File: config.mk
export PLATFORM = sky130hd
export DESIGN_NAME = trms_init
export DESIGN_NICKNAME = d
export VERILOG_FILES = /design/src/hw/rtl/trms_pkg.sv /design/src/hw/rtl/trms_init.sv
export SDC_FILE = /design/constraint.sdc
export NUM_CORES = 1
export LEC_CHECK = 0
export BUFFER_PORTS_ARGS = -buffer_cell sky130_fd_sc_hd__buf_2
export CAP_MARGIN = 20
export CORE_ASPECT_RATIO = 1.4
export CORE_MARGIN = 2
export CORE_UTILIZATION = 41
export DETAILED_ROUTE_END_ITERATION = 12
export MAX_ROUTING_LAYER = met4
export PLACE_DENSITY = 0.78
export SLEW_MARGIN = 15
export SYNTH_ARGS = -nofsm -noshare
export SYNTH_HDL_FRONTEND = slang
export SYNTH_SLANG_ARGS = --single-unit
File: constraint.sdc
create_clock -name clk -period 1.7 [get_ports clk]
set_input_delay 0.085 -clock clk [delete_from_list [all_inputs] [get_ports clk]]
set_output_delay 0.085 -clock clk [all_outputs]
set_load 0.1 [all_outputs]
File: src/hw/rtl/trms_pkg.sv
`timescale 1ns / 1ps
`default_nettype none

package trms_pkg;

    localparam int DATA_W          = 32;
    localparam int MODE_W          = 3;
    localparam int REG_FIELD_W     = 5;
    localparam int FIELD_W         = 8;
    localparam int REG_COUNT_DEF   = 32;
    localparam int MEM_WORDS_DEF   = 256;
    localparam int MAX_REG_IDX_W   = 6;
    localparam int MAX_MEM_ADDR_W  = 12;
    localparam int MEM_INIT_A_ADDR = 10;
    localparam int MEM_INIT_A_VAL  = 100;
    localparam int MEM_INIT_B_ADDR = 11;
    localparam int MEM_INIT_B_VAL  = 254;

    typedef enum logic [MODE_W-1:0] {
        MODE_NOOP  = 3'd0,
        MODE_ADD   = 3'd1,
        MODE_SUB   = 3'd2,
        MODE_SEQ   = 3'd3,
        MODE_LOAD  = 3'd4,
        MODE_STORE = 3'd5,
        MODE_HALT  = 3'd6
    } mode_t;

    typedef struct packed {
        logic busy;
        logic rf_we;
        logic mem_we;
    } init_ctl_t;

    typedef struct packed {
        logic rf_we;
        logic mem_we;
    } wr_ctl_t;

    typedef logic [(1 << REG_FIELD_W)-1:0][MAX_REG_IDX_W-1:0] reg_map_t;
    typedef logic [(1 << FIELD_W)-1:0][MAX_MEM_ADDR_W-1:0]    byte_map_t;

    // Folds a register field onto the register count by counting up with wrap.
    function automatic reg_map_t reg_map(int count);
        reg_map_t map;
        int       k;
        k = 0;
        for (int i = 0; i < (1 << REG_FIELD_W); i++) begin
            map[i] = MAX_REG_IDX_W'(k);
            k = (k + 1 == count) ? 0 : k + 1;
        end
        return map;
    endfunction

    // Folds an address byte onto the memory size in the same way.
    function automatic byte_map_t byte_map(int words);
        byte_map_t map;
        int        k;
        k = 0;
        for (int i = 0; i < (1 << FIELD_W); i++) begin
            map[i] = MAX_MEM_ADDR_W'(k);
            k = (k + 1 == words) ? 0 : k + 1;
        end
        return map;
    endfunction

endpackage

`default_nettype wire

File: src/hw/rtl/trms_init.sv
`timescale 1ns / 1ps
`default_nettype none

module trms_init #(
    parameter int REG_COUNT = trms_pkg::REG_COUNT_DEF,
    parameter int MEM_WORDS = trms_pkg::MEM_WORDS_DEF
) (
    input  wire logic                         clk,
    input  wire logic                         rst_n,
    output trms_pkg::init_ctl_t               ctl,
    output logic [$clog2(REG_COUNT)-1:0]      rf_addr,
    output logic [$clog2(MEM_WORDS)-1:0]      mem_addr,
    output logic [trms_pkg::DATA_W-1:0]       mem_data
);
    import trms_pkg::*;

    localparam int INIT_LEN = (REG_COUNT > MEM_WORDS) ? REG_COUNT : MEM_WORDS;
    localparam int CW       = $clog2(INIT_LEN);
    localparam int RIDX_W   = $clog2(REG_COUNT);
    localparam int AW       = $clog2(MEM_WORDS);

    logic [CW-1:0] cnt_reg;
    logic [CW-1:0] cnt_next;
    logic          busy_reg;
    logic          busy_next;
    logic          last;

    assign last = (cnt_reg == CW'(INIT_LEN - 1));

    always_comb begin
        cnt_next  = cnt_reg;
        busy_next = busy_reg;
        if (busy_reg) begin
            if (last) begin
                busy_next = 1'b0;
            end else begin
                cnt_next = cnt_reg + CW'(1);
            end
        end
    end

    always_ff @(posedge clk) begin
        if (!rst_n) begin
            cnt_reg  <= '0;
            busy_reg <= 1'b1;
        end else begin
            cnt_reg  <= cnt_next;
            busy_reg <= busy_next;
        end
    end

    always_comb begin
        ctl.busy   = busy_reg;
        ctl.rf_we  = busy_reg && ({1'b0, cnt_reg} < (CW + 1)'(REG_COUNT));
        ctl.mem_we = busy_reg && ({1'b0, cnt_reg} < (CW + 1)'(MEM_WORDS));
        rf_addr    = cnt_reg[RIDX_W-1:0];
        mem_addr   = cnt_reg[AW-1:0];
        if (cnt_reg == CW'(MEM_INIT_A_ADDR)) begin
            mem_data = DATA_W'(MEM_INIT_A_VAL);
        end else if (cnt_reg == CW'(MEM_INIT_B_ADDR)) begin
            mem_data = DATA_W'(MEM_INIT_B_VAL);
        end else begin
            mem_data = '0;
        end
    end

endmodule

`default_nettype wire

==> results.json <==
{
  "synth-seq-cells": 9,
  "muxShareOfSynthArea_pct": 5.17,
  "yosys.cell_types.count": 26,
  "share_comb_of_total_power_pct": 49.9,
  "max-clock-path-buffers": 2,
  "finalHoldWorstSlack_ns": 0.113,
  "grt_pass1_wl_um": 2030,
  "critPathMaxFanout": 6,
  "cts_tree": "yes",
  "overflow": 0,
  "first_pass_iters": 4,
  "clockRootBuffer": "clkbuf_4",
  "rsz0062_at_grt": "false",
  "hold_end": "busy_reg$_SDFF_PN1_",
  "p_sw_share_pct": 57.5,
  "largest_reg_flops": 8,
  "finalWirelength_um": 1400,
  "crit_slowest_cell": "dfxtp_4",
  "synthAdderAreaFrac_pct": 3.23,
  "h-tree-depth": 1,
  "start_util_pct": 43.5,
  "grt_usage_pct": 12.9,
  "drtIter0Drc": 10,
  "ir_drop_mv": 0.594,
  "ant_nets": 0,
  "crit_type": "register to output port",
  "drv_slew": 0,
  "cellLeakagePower_uw": 0.000440,
  "synth_top_family_by_area": "buffers and inverters",
  "post-place-ws_ns": 0.242,
  "r2r-end": "mem_addr[6]$_SDFFE_PN0P_",
  "grt_pass1_vias": 486,
  "worst-path-buf-inv": 2,
  "r2r_start": "mem_addr[1]$_SDFFE_PN0P_",
  "hpwl_um": 1120,
  "holdPathStages": 2,
  "wl_per_cell_um": 10.7,
  "synth-compound-area-share_pct": 10.8,
  "yosys_warnings": 0,
  "fill_cells": 172,
  "fp.dieW_um": 40.7,
  "min-delay-start": "rst_n",
  "num_vias": 606,
  "p_int_uw": 326,
  "cp.arrival_ns": 1.52,
  "skew_ns": 0.00398,
  "drive_gt1_share_pct": 40.0,
  "grt_start_max_net_pins": 12,
  "layout_setup_ws_ns": 0.0992,
  "port_buffers": 24,
  "r2r_slack_ns": 0.27,
  "netlist_area_um2": 774,
  "die_h_um": 55.4,
  "cp-end-kind": "output port",
  "slowest_delay_ns": 0.36,
  "cp_cell_sequence": "nor3_4 -> nand3_2 -> nor3b_4 -> buf_12 -> buf_12",
  "rows": 18,
  "rr_worst_depth": 4,
  "synth_seq_area_share_pct": 23.3,
  "start_kind": "register",
  "cts_buffers": 3,
  "route.detailed.drc": 0,
  "ff_latch_area_um2": 210,
  "setup_viol": 0,
  "maxCapViolations": 0,
  "cpMostUsedCell": "buf_12",
  "cts_sinks": 9,
  "synthSimpleGateAreaFrac_pct": 19.1,
  "switchingPower_uw": 440,
  "p_clk_share_pct": 20.9,
  "nNetsFinal": 115,
  "gp_congestion": 0.773,
  "fin_util_pct": 51.7,
  "period_share_pct": 94.2,
  "netlist_instances": 96,
  "num_antenna_cells": 0,
  "hp-class": "primary input to register",
  "fmax_mhz": 625,
  "clkTransAtPathRegs_ns": 0.06,
  "clock_latency_ns": 0.25,
  "multiInputGateArea_um2": 450,
  "power.density_mw_per_mm2": 833,
  "pwr-share-seq_pct": 29.2,
  "finalCriticalPeriod_ns": 1.60,
  "synth_xor_area_share_pct": 0,
  "syn_area_per_cell_um2": 8.07,
  "worstPathRequired_ns": 1.62,
  "status": "finished clean",
  "path_delay_family": "simple AND/OR/NAND/NOR gates",
  "die_area_mm2": 0.00226,
  "core_mm2": 0.00178,
  "antenna_found_initial": 0,
  "viasPerCell": 4.66,
  "area_delta_synth_final_pct": 18.7,
  "ioPinCount": 50,
  "finalHoldViolations": 0
}
## layout make-up
class,instances,area share [%]
clock buffer,4,2.86
inverter,2,0.816
multi-input combinational,70,49.0
sequential,9,22.9
tap,20,2.72
timing repair buffer,25,21.8
## synth_stat cells, drive strengths merged
master / n / area (um2)
buf: 38 / 283
dfxtp: 9 / 180
nand2: 6 / 22.5
a21oi: 5 / 25.0
mux2i: 4 / 40.0
nand2b: 4 / 25.0
nor2: 4 / 15.0
nand3: 3 / 15.0
a211oi: 2 / 15.0
a21boi: 2 / 18.8
and4: 2 / 17.5
ha: 2 / 25.0
inv: 2 / 7.51
nand4: 2 / 12.5
nor3: 2 / 10.0
a311oi: 1 / 8.76
a31oi: 1 / 6.26
and2: 1 / 6.26
and3: 1 / 6.26
clkbuf: 1 / 3.75
conb: 1 / 3.75
nor3b: 1 / 7.51
o211a: 1 / 10.0
or4b: 1 / 10.0
## worst reg2reg max path, cell delays in order, from the launching register on
cell	delay, ns
dfxtp_4	0.39
ha_4	0.17
nand3_1	0.12
or4b_1	0.50
o211a_1	0.14
## cells by family (layout without fill, tap and decap cells)
kind of cell    Yosys count  count (layout)
flops                     9               9
compound gates           12              12
fa+ha+maj                 2               2
other cells               1              25
buf+inv                  41              31
simple gates             27              27
mux                       4               4
## metal layers
metal | global-route usage (%) | share of wire (%)
met4 | 5.71 | 0
met2 | 23.4 | 64
met1 | 11.8 | 31
met3 | 2.41 | 5.3
met5 | - | 0
## power by group through the flow
| stage | logic, uW | registers, uW | clock network [uW] |
|---|---|---|---|
| detailed placement | 382 | 229 | 0 |
| floorplan | 371 | 272 | 0 |
| global route | 392 | 226 | 182 |
| global placement | 379 | 228 | 0 |
| finish | 382 | 224 | 160 |
| CTS | 383 | 224 | 164 |
## cells in the final DEF (no fill, tap or decap), types with 2 or more instances in the layout
cell type,Yosys,layout
a211oi_1,2,2
a21oi_1,5,5
and4_1,2,2
buf_12,0,5
buf_2,1,20
clkbuf_4,0,3
conb_1,1,25
dfxtp_4,0,8
ha_4,0,2
mux2i_1,4,4
nand2_1,6,6
nand2b_1,4,4
nand3_1,3,2
nand4_1,2,2
nor2_1,4,3
## timing repair
action                     4_1_cts  5_1_grt
setup endpoints to repair        4        4
resized for setup                0        0
buffers inserted                 1        0
pin swaps                        1        1
hold buffers                     0        0
## metrics by stage
step           cell area [um2]  TNS, ns  instances  power (uW)
2_1_floorplan             1020    -1.96        120         643
3_3_place_gp               873        0        125         607
3_5_place_dp               873        0        125         611
4_1_cts                    920        0        130         771
5_1_grt                    920        0        130         800
6_report                   920        0        130         766
## how the worst max path moves through the flow
| stage | startpoint | to | slack (ns) | cells after the start |
|---|---|---|---|---|
| finish | mem_addr[5]$_SDFFE_PN0P_ | mem_data[3] | 0.1 | 5 |
| global route | mem_addr[5]$_SDFFE_PN0P_ | mem_data[1] | 0.02 | 5 |
| CTS | mem_addr[5]$_SDFFE_PN0P_ | mem_data[3] | 0.08 | 5 |
| detailed placement | mem_addr[5]$_SDFFE_PN0P_ | mem_data[3] | 0.24 | 4 |
| global placement | mem_addr[5]$_SDFFE_PN0P_ | mem_data[1] | 0.26 | 4 |
| floorplan | mem_addr[5]$_SDFFE_PN0P_ | mem_data[3] | -0.53 | 4 |
No activity file was read; power rests on OpenSTA's default activity.
