## config.mk

```make
export PLATFORM = sky130hd
export DESIGN_NAME = trms_exec
export DESIGN_NICKNAME = d
export VERILOG_FILES = /design/src/hw/rtl/trms_pkg.sv /design/src/hw/rtl/trms_exec.sv
export SDC_FILE = /design/constraint.sdc
export NUM_CORES = 1
export LEC_CHECK = 0
export BUFFER_PORTS_ARGS = -buffer_cell sky130_fd_sc_hd__clkbuf_2
export CAP_MARGIN = 20
export CORE_MARGIN = 5
export CORE_UTILIZATION = 30
export CTS_BUF_LIST = sky130_fd_sc_hd__clkbuf_2
export DETAILED_ROUTE_END_ITERATION = 8
export RECOVER_POWER = 100
export SLEW_MARGIN = 20
export SYNTH_ARGS = -nofsm -noshare
export SYNTH_HDL_FRONTEND = slang
export SYNTH_SLANG_ARGS = --single-unit
export TNS_END_PERCENT = 20
```

## constraint.sdc

```tcl
create_clock -name clk -period 16.5 [get_ports clk]
set_clock_uncertainty 0.1 [all_clocks]
set_input_delay 3.3 -clock clk [delete_from_list [all_inputs] [get_ports clk]]
set_output_delay 3.3 -clock clk [all_outputs]
set_load 0.02 [all_outputs]
```

## src/hw/rtl/trms_pkg.sv

```systemverilog
`timescale 1ns / 1ps
`default_nettype none

package trms_pkg;

    localparam int DATA_W          = 32;
    localparam int MODE_W          = 3;
    localparam int REG_FIELD_W     = 5;
    localparam int FIELD_W         = 8;
    localparam int REG_COUNT_DEF   = 32;
    localparam int MEM_WORDS_DEF   = 256;
    localparam int MAX_REG_IDX_W   = 6;
    localparam int MAX_MEM_ADDR_W  = 12;
    localparam int MEM_INIT_A_ADDR = 10;
    localparam int MEM_INIT_A_VAL  = 100;
    localparam int MEM_INIT_B_ADDR = 11;
    localparam int MEM_INIT_B_VAL  = 254;

    typedef enum logic [MODE_W-1:0] {
        MODE_NOOP  = 3'd0,
        MODE_ADD   = 3'd1,
        MODE_SUB   = 3'd2,
        MODE_SEQ   = 3'd3,
        MODE_LOAD  = 3'd4,
        MODE_STORE = 3'd5,
        MODE_HALT  = 3'd6
    } mode_t;

    typedef struct packed {
        logic busy;
        logic rf_we;
        logic mem_we;
    } init_ctl_t;

    typedef struct packed {
        logic rf_we;
        logic mem_we;
    } wr_ctl_t;

    typedef logic [(1 << REG_FIELD_W)-1:0][MAX_REG_IDX_W-1:0] reg_map_t;
    typedef logic [(1 << FIELD_W)-1:0][MAX_MEM_ADDR_W-1:0]    byte_map_t;

    // Folds a register field onto the register count by counting up with wrap.
    function automatic reg_map_t reg_map(int count);
        reg_map_t map;
        int       k;
        k = 0;
        for (int i = 0; i < (1 << REG_FIELD_W); i++) begin
            map[i] = MAX_REG_IDX_W'(k);
            k = (k + 1 == count) ? 0 : k + 1;
        end
        return map;
    endfunction

    // Folds an address byte onto the memory size in the same way.
    function automatic byte_map_t byte_map(int words);
        byte_map_t map;
        int        k;
        k = 0;
        for (int i = 0; i < (1 << FIELD_W); i++) begin
            map[i] = MAX_MEM_ADDR_W'(k);
            k = (k + 1 == words) ? 0 : k + 1;
        end
        return map;
    endfunction

endpackage

`default_nettype wire

```

## src/hw/rtl/trms_exec.sv

```systemverilog
`timescale 1ns / 1ps
`default_nettype none

module trms_exec #(
    parameter int REG_COUNT = trms_pkg::REG_COUNT_DEF,
    parameter int MEM_WORDS = trms_pkg::MEM_WORDS_DEF
) (
    input  wire logic                         clk,
    input  wire logic                         rst_n,
    input  wire logic                         fire,
    input  wire logic [trms_pkg::MODE_W-1:0]  mode,
    input  wire logic [$clog2(REG_COUNT)-1:0] rd_idx,
    input  wire logic [$clog2(REG_COUNT)-1:0] rb_idx,
    input  wire logic [$clog2(REG_COUNT)-1:0] rc_idx,
    input  wire logic [$clog2(MEM_WORDS)-1:0] addr,
    input  wire logic [trms_pkg::DATA_W-1:0]  rf_rdata_a,
    input  wire logic [trms_pkg::DATA_W-1:0]  rf_rdata_b,
    input  wire logic [trms_pkg::DATA_W-1:0]  mem_rdata,
    output logic [trms_pkg::DATA_W-1:0]       result,
    output logic                              reg_written,
    output logic [trms_pkg::DATA_W-1:0]       dest_after,
    output trms_pkg::wr_ctl_t                 wr,
    output logic [$clog2(REG_COUNT)-1:0]      rf_widx,
    output logic [trms_pkg::DATA_W-1:0]       rf_wdata,
    output logic [$clog2(MEM_WORDS)-1:0]      mem_waddr,
    output logic [trms_pkg::DATA_W-1:0]       mem_wdata
);
    import trms_pkg::*;

    localparam int RIDX_W = $clog2(REG_COUNT);
    localparam int AW     = $clog2(MEM_WORDS);

    logic              fwd_rf_valid_reg;
    logic [RIDX_W-1:0] fwd_rf_idx_reg;
    logic [DATA_W-1:0] fwd_rf_data_reg;
    logic              fwd_mem_valid_reg;
    logic [AW-1:0]     fwd_mem_addr_reg;
    logic [DATA_W-1:0] fwd_mem_data_reg;

    logic              is_store;
    logic [RIDX_W-1:0] a_idx;
    logic [DATA_W-1:0] va;
    logic [DATA_W-1:0] vb;
    logic [DATA_W-1:0] vm;
    logic              write;

    // The write of the previous item lands in the same edge as this item's read,
    // so the most recent write is forwarded over the stale read data.
    assign is_store = (mode == MODE_STORE);
    assign a_idx    = is_store ? rd_idx : rb_idx;
    assign va = (fwd_rf_valid_reg && fwd_rf_idx_reg == a_idx) ? fwd_rf_data_reg : rf_rdata_a;
    assign vb = (fwd_rf_valid_reg && fwd_rf_idx_reg == rc_idx) ? fwd_rf_data_reg : rf_rdata_b;
    assign vm = (fwd_mem_valid_reg && fwd_mem_addr_reg == addr) ? fwd_mem_data_reg : mem_rdata;

    always_comb begin
        write = 1'b1;
        case (mode)
            MODE_ADD: begin
                result = va + vb;
            end
            MODE_SUB: begin
                result = va - vb;
            end
            MODE_SEQ: begin
                result = (va == vb) ? DATA_W'(1) : '0;
            end
            MODE_LOAD: begin
                result = vm;
            end
            MODE_STORE: begin
                result = '0;
                write  = 1'b0;
            end
            default: begin
                result = '0;
            end
        endcase
    end

    assign reg_written = write;
    assign dest_after  = write ? result : va;
    assign wr.rf_we    = fire && write;
    assign wr.mem_we   = fire && is_store;
    assign rf_widx     = rd_idx;
    assign rf_wdata    = result;
    assign mem_waddr   = addr;
    assign mem_wdata   = va;

    always_ff @(posedge clk) begin
        if (!rst_n) begin
            fwd_rf_valid_reg  <= 1'b0;
            fwd_mem_valid_reg <= 1'b0;
        end else begin
            if (wr.rf_we) begin
                fwd_rf_valid_reg <= 1'b1;
            end
            if (wr.mem_we) begin
                fwd_mem_valid_reg <= 1'b1;
            end
        end
    end

    always_ff @(posedge clk) begin
        if (wr.rf_we) begin
            fwd_rf_idx_reg  <= rd_idx;
            fwd_rf_data_reg <= result;
        end
        if (wr.mem_we) begin
            fwd_mem_addr_reg <= addr;
            fwd_mem_data_reg <= va;
        end
    end

endmodule

`default_nettype wire

```

==> results.py <==
metrics = {
    "clocking": {
        "cts_buffer_depth": 2,
        "cts_sinks": 79,
        "cts_setup_buffers": 0,
        "cts_buffers": 9,
        "cts_tree": "done",
        "cts_root_buf": "clkbuf_2",
        "clk_pin_slew_worst_paths_ps": 300,
        "postCtsHoldBufs": 0,
        "postCtsResizedCells": 0,
        "htree_levels": 3,
        "worstSkewPairLatency_ps": 640,
    },
    "synthesis": {
        "synth_cells": 990,
        "synth-main-ff-cell": "edfxtp_1",
        "synth-seq-area-share_pct": 27.17,
        "synth_cell_types": 74,
        "synth_seq_cells": 79,
        "synth_simple_gate_area_share_pct": 12.55,
        "syn_avg_cell_area_sq_um": 8.744,
        "ys_async_sr_fraction_pct": 0,
        "synth_fp_nets": 1180,
        "yosys.area_share.xor_xnor_pct": 2.023,
        "synth_area_sq_mm": 0.008657,
        "synthMuxAreaShare_pct": 13.21,
        "synth_edf_count": 77,
        "synth_top_family_by_area": "compound AO/OA/AOI/OAI gates",
        "synth-adder-area-share_pct": 9.568,
        "ys_warn_count": 0,
        "synth_compound_gate_area_share_pct": 26.25,
    },
    "grt": {
        "grt_pass1_vias": 8360,
        "antenna_found_initial": 2,
        "grt_start_max_net_pins": 43,
        "grt_pass1_wl_um": 49870,
        "grt_usage_pct": 19.41,
        "gr-total-overflow": 0,
    },
    "route": {
        "vias_per_cell": 5.413,
        "wl_um": 33430,
        "firstDrtPassIters": 5,
        "drt-initial-drc-count": 629,
        "drc": 0,
        "wire_per_inst_um": 21.26,
        "vias": 8509,
        "antenna_left": 0,
    },
    "final_layout": {
        "nets": 1371,
        "final_cell_mix": "clkbuf_1 (160), clkbuf_2 (121), nor2_1 (80)",
        "drive_gt1_share_pct": 16.44,
        "final_common_cell": "clkbuf_1",
        "fillers": 3085,
        "area_delta_synth_final_pct": 14.15,
    },
    "die": {
        "io_pins": 269,
        "core_area_sq_mm": 0.02863,
        "die_x_um": 179.9,
        "die_h_um": 179.9,
        "initial_core_util_pct": 30.24,
        "die-area_sq_mm": 0.03236,
        "rows": 62,
    },
    "timing": {
        "setup_viol": 0,
        "drv_slew": 105,
        "whs_ps": 413.0,
        "fin_ws_ps": 2072,
        "min_period_over_period_pct": 87.44,
        "max_slew_margin_pct": -98.12,
        "tns_ps": 0,
        "final_hold_viol_count": 0,
        "fin_crit_ps": 14430,
        "rsz0062_at_grt": "false",
        "clock.fmax_mhz": 69.31,
        "worst_pin_slew_ps": 2972,
    },
    "critical_path": {
        "crit_type": "in2out",
        "cp-start-kind": "input port",
        "worstPathMaxFanout": 28,
        "cp.required_ps": 13100,
        "endpoint_kind": "output pin",
        "arrival_ps": 11030,
    },
    "job": {
        "max-cap-violations": 3,
    },
    "power_and_ir_drop": {
        "vdd_ir_drop_max_v": 0.00003368,
        "p_leak_uw": 0.003907,
        "report.power.total_uw": 683.8,
        "powerDensity_mw_per_mm2": 69.19,
    },
    "placed_design": {
        "gp_congestion": 0.8990,
        "dpl.hpwl_um": 24980,
        "dp_slack_ps": 3606,
        "portBuffers": 268,
    },
    "worst_hold_path": {
        "hold_path.class": "reg2reg",
    },
    "outcome": {
        "status": "finished, violations left",
        "violations": "capacitance limit, slew limit",
    },
}
==> synth_stat cells (all sizes together), types with 9 or more instances <==
cell / number / area [sq um]
a21o: 34 / 255.2
buf: 65 / 431.7
ha: 63 / 788.3
edfxtp: 77 / 2312
xnor2: 14 / 122.6
mux2: 74 / 833.3
a221o: 9 / 90.09
clkbuf: 32 / 120.1
mux2i: 31 / 310.3
o21bai: 13 / 97.59
o211ai: 12 / 90.09
nand2: 52 / 195.2
o221ai: 9 / 78.83
a21oi: 77 / 389.1
nand3: 10 / 50.05
inv: 66 / 247.7
nor2: 81 / 304.0
nor3: 16 / 80.08
nor4: 9 / 77.57
o22ai: 19 / 118.9
a221oi: 9 / 85.08
a211oi: 16 / 120.1
o31ai: 10 / 75.07
o21ai: 60 / 300.3
o21a: 10 / 75.07
nor2b: 11 / 68.82
==> path summary, 6_finish.rpt <==
check / start / depth (start not counted) / slack, ps / to
hold reg to reg: fwd_mem_valid_reg$_SDFFE_PN0P_ / 1 / 410 / fwd_mem_valid_reg$_SDFFE_PN0P_
setup reg to reg: fwd_rf_idx_reg[4]$_DFFE_PP_ / 16 / 9250 / fwd_rf_data_reg[19]$_DFFE_PP_
hold / removal: fwd_mem_valid_reg$_SDFFE_PN0P_ / 1 / 410 / fwd_mem_valid_reg$_SDFFE_PN0P_
setup / recovery: mode[1] / 20 / 2070 / result[19]
==> report_power, final <==
group	internal (uW)	switching [uW]	leakage, uW
clock	21.7	88.7	0.0000604
combinational	106	226	0.00310
sequential	236	5.46	0.000749
==> kinds of logic (layout without fill, tap and decap cells) <==
logic type | count (synthesis) | count (layout)
other | 0 | 2
flip-flops | 79 | 79
multiplexers | 105 | 105
XOR/XNOR | 20 | 20
adder cells (fa/ha/maj) | 65 | 65
AND/OR/NAND/NOR | 225 | 225
AO/OA/AOI/OAI | 333 | 333
buffers and inverters | 163 | 359
==> stage by stage <==
step | instance area (sq um) | std cells | util [%]
final | 9882 | 1572 | 34.52
after global routing | 9882 | 1572 | 34.52
after CTS | 10120 | 1570 | 35.34
after detailed placement | 10010 | 1554 | 34.98
after global placement | 10010 | 1554 | 34.98
after floorplan | 8657 | 990 | -
==> routing by layer <==
metal,GRT usage (%),wire [um],vias to the layer above
li1,-,-,4052
met1,26.72,15360,4082
met2,32.52,15630,353
met3,3.153,2065,22
met4,3.596,368,0
met5,0,0,-
==> cell type report <==
class                   instances  area [sq um]  share of cell area, %
repair buffers                277          1199                  12.13
multi-input cells             748          5495                  55.61
clock inverters                 7         57.56                 0.5824
diodes                          2         5.005                0.05065
flip-flops and latches         79          2352                  23.80
clock buffers                   9         45.04                 0.4558
inverters                      66         247.7                  2.507
well taps                     384         480.5                  4.862
==> worst max-delay path: stages <==
cell	delay (ps)
clkbuf_1	130
and3b_1	230
buf_4	410
inv_1	560
a2111oi_0	550
nor2_1	100
nor4_1	350
clkbuf_1	1180
mux2_1	540
ha_1	400
o21bai_1	240
o211ai_1	220
a2111oi_0	930
o31ai_1	210
a21oi_1	390
nor2_1	180
a221o_1	370
o21ai_0	130
o21ai_0	310
clkbuf_1	270
(Power assumes the default switching activity.)
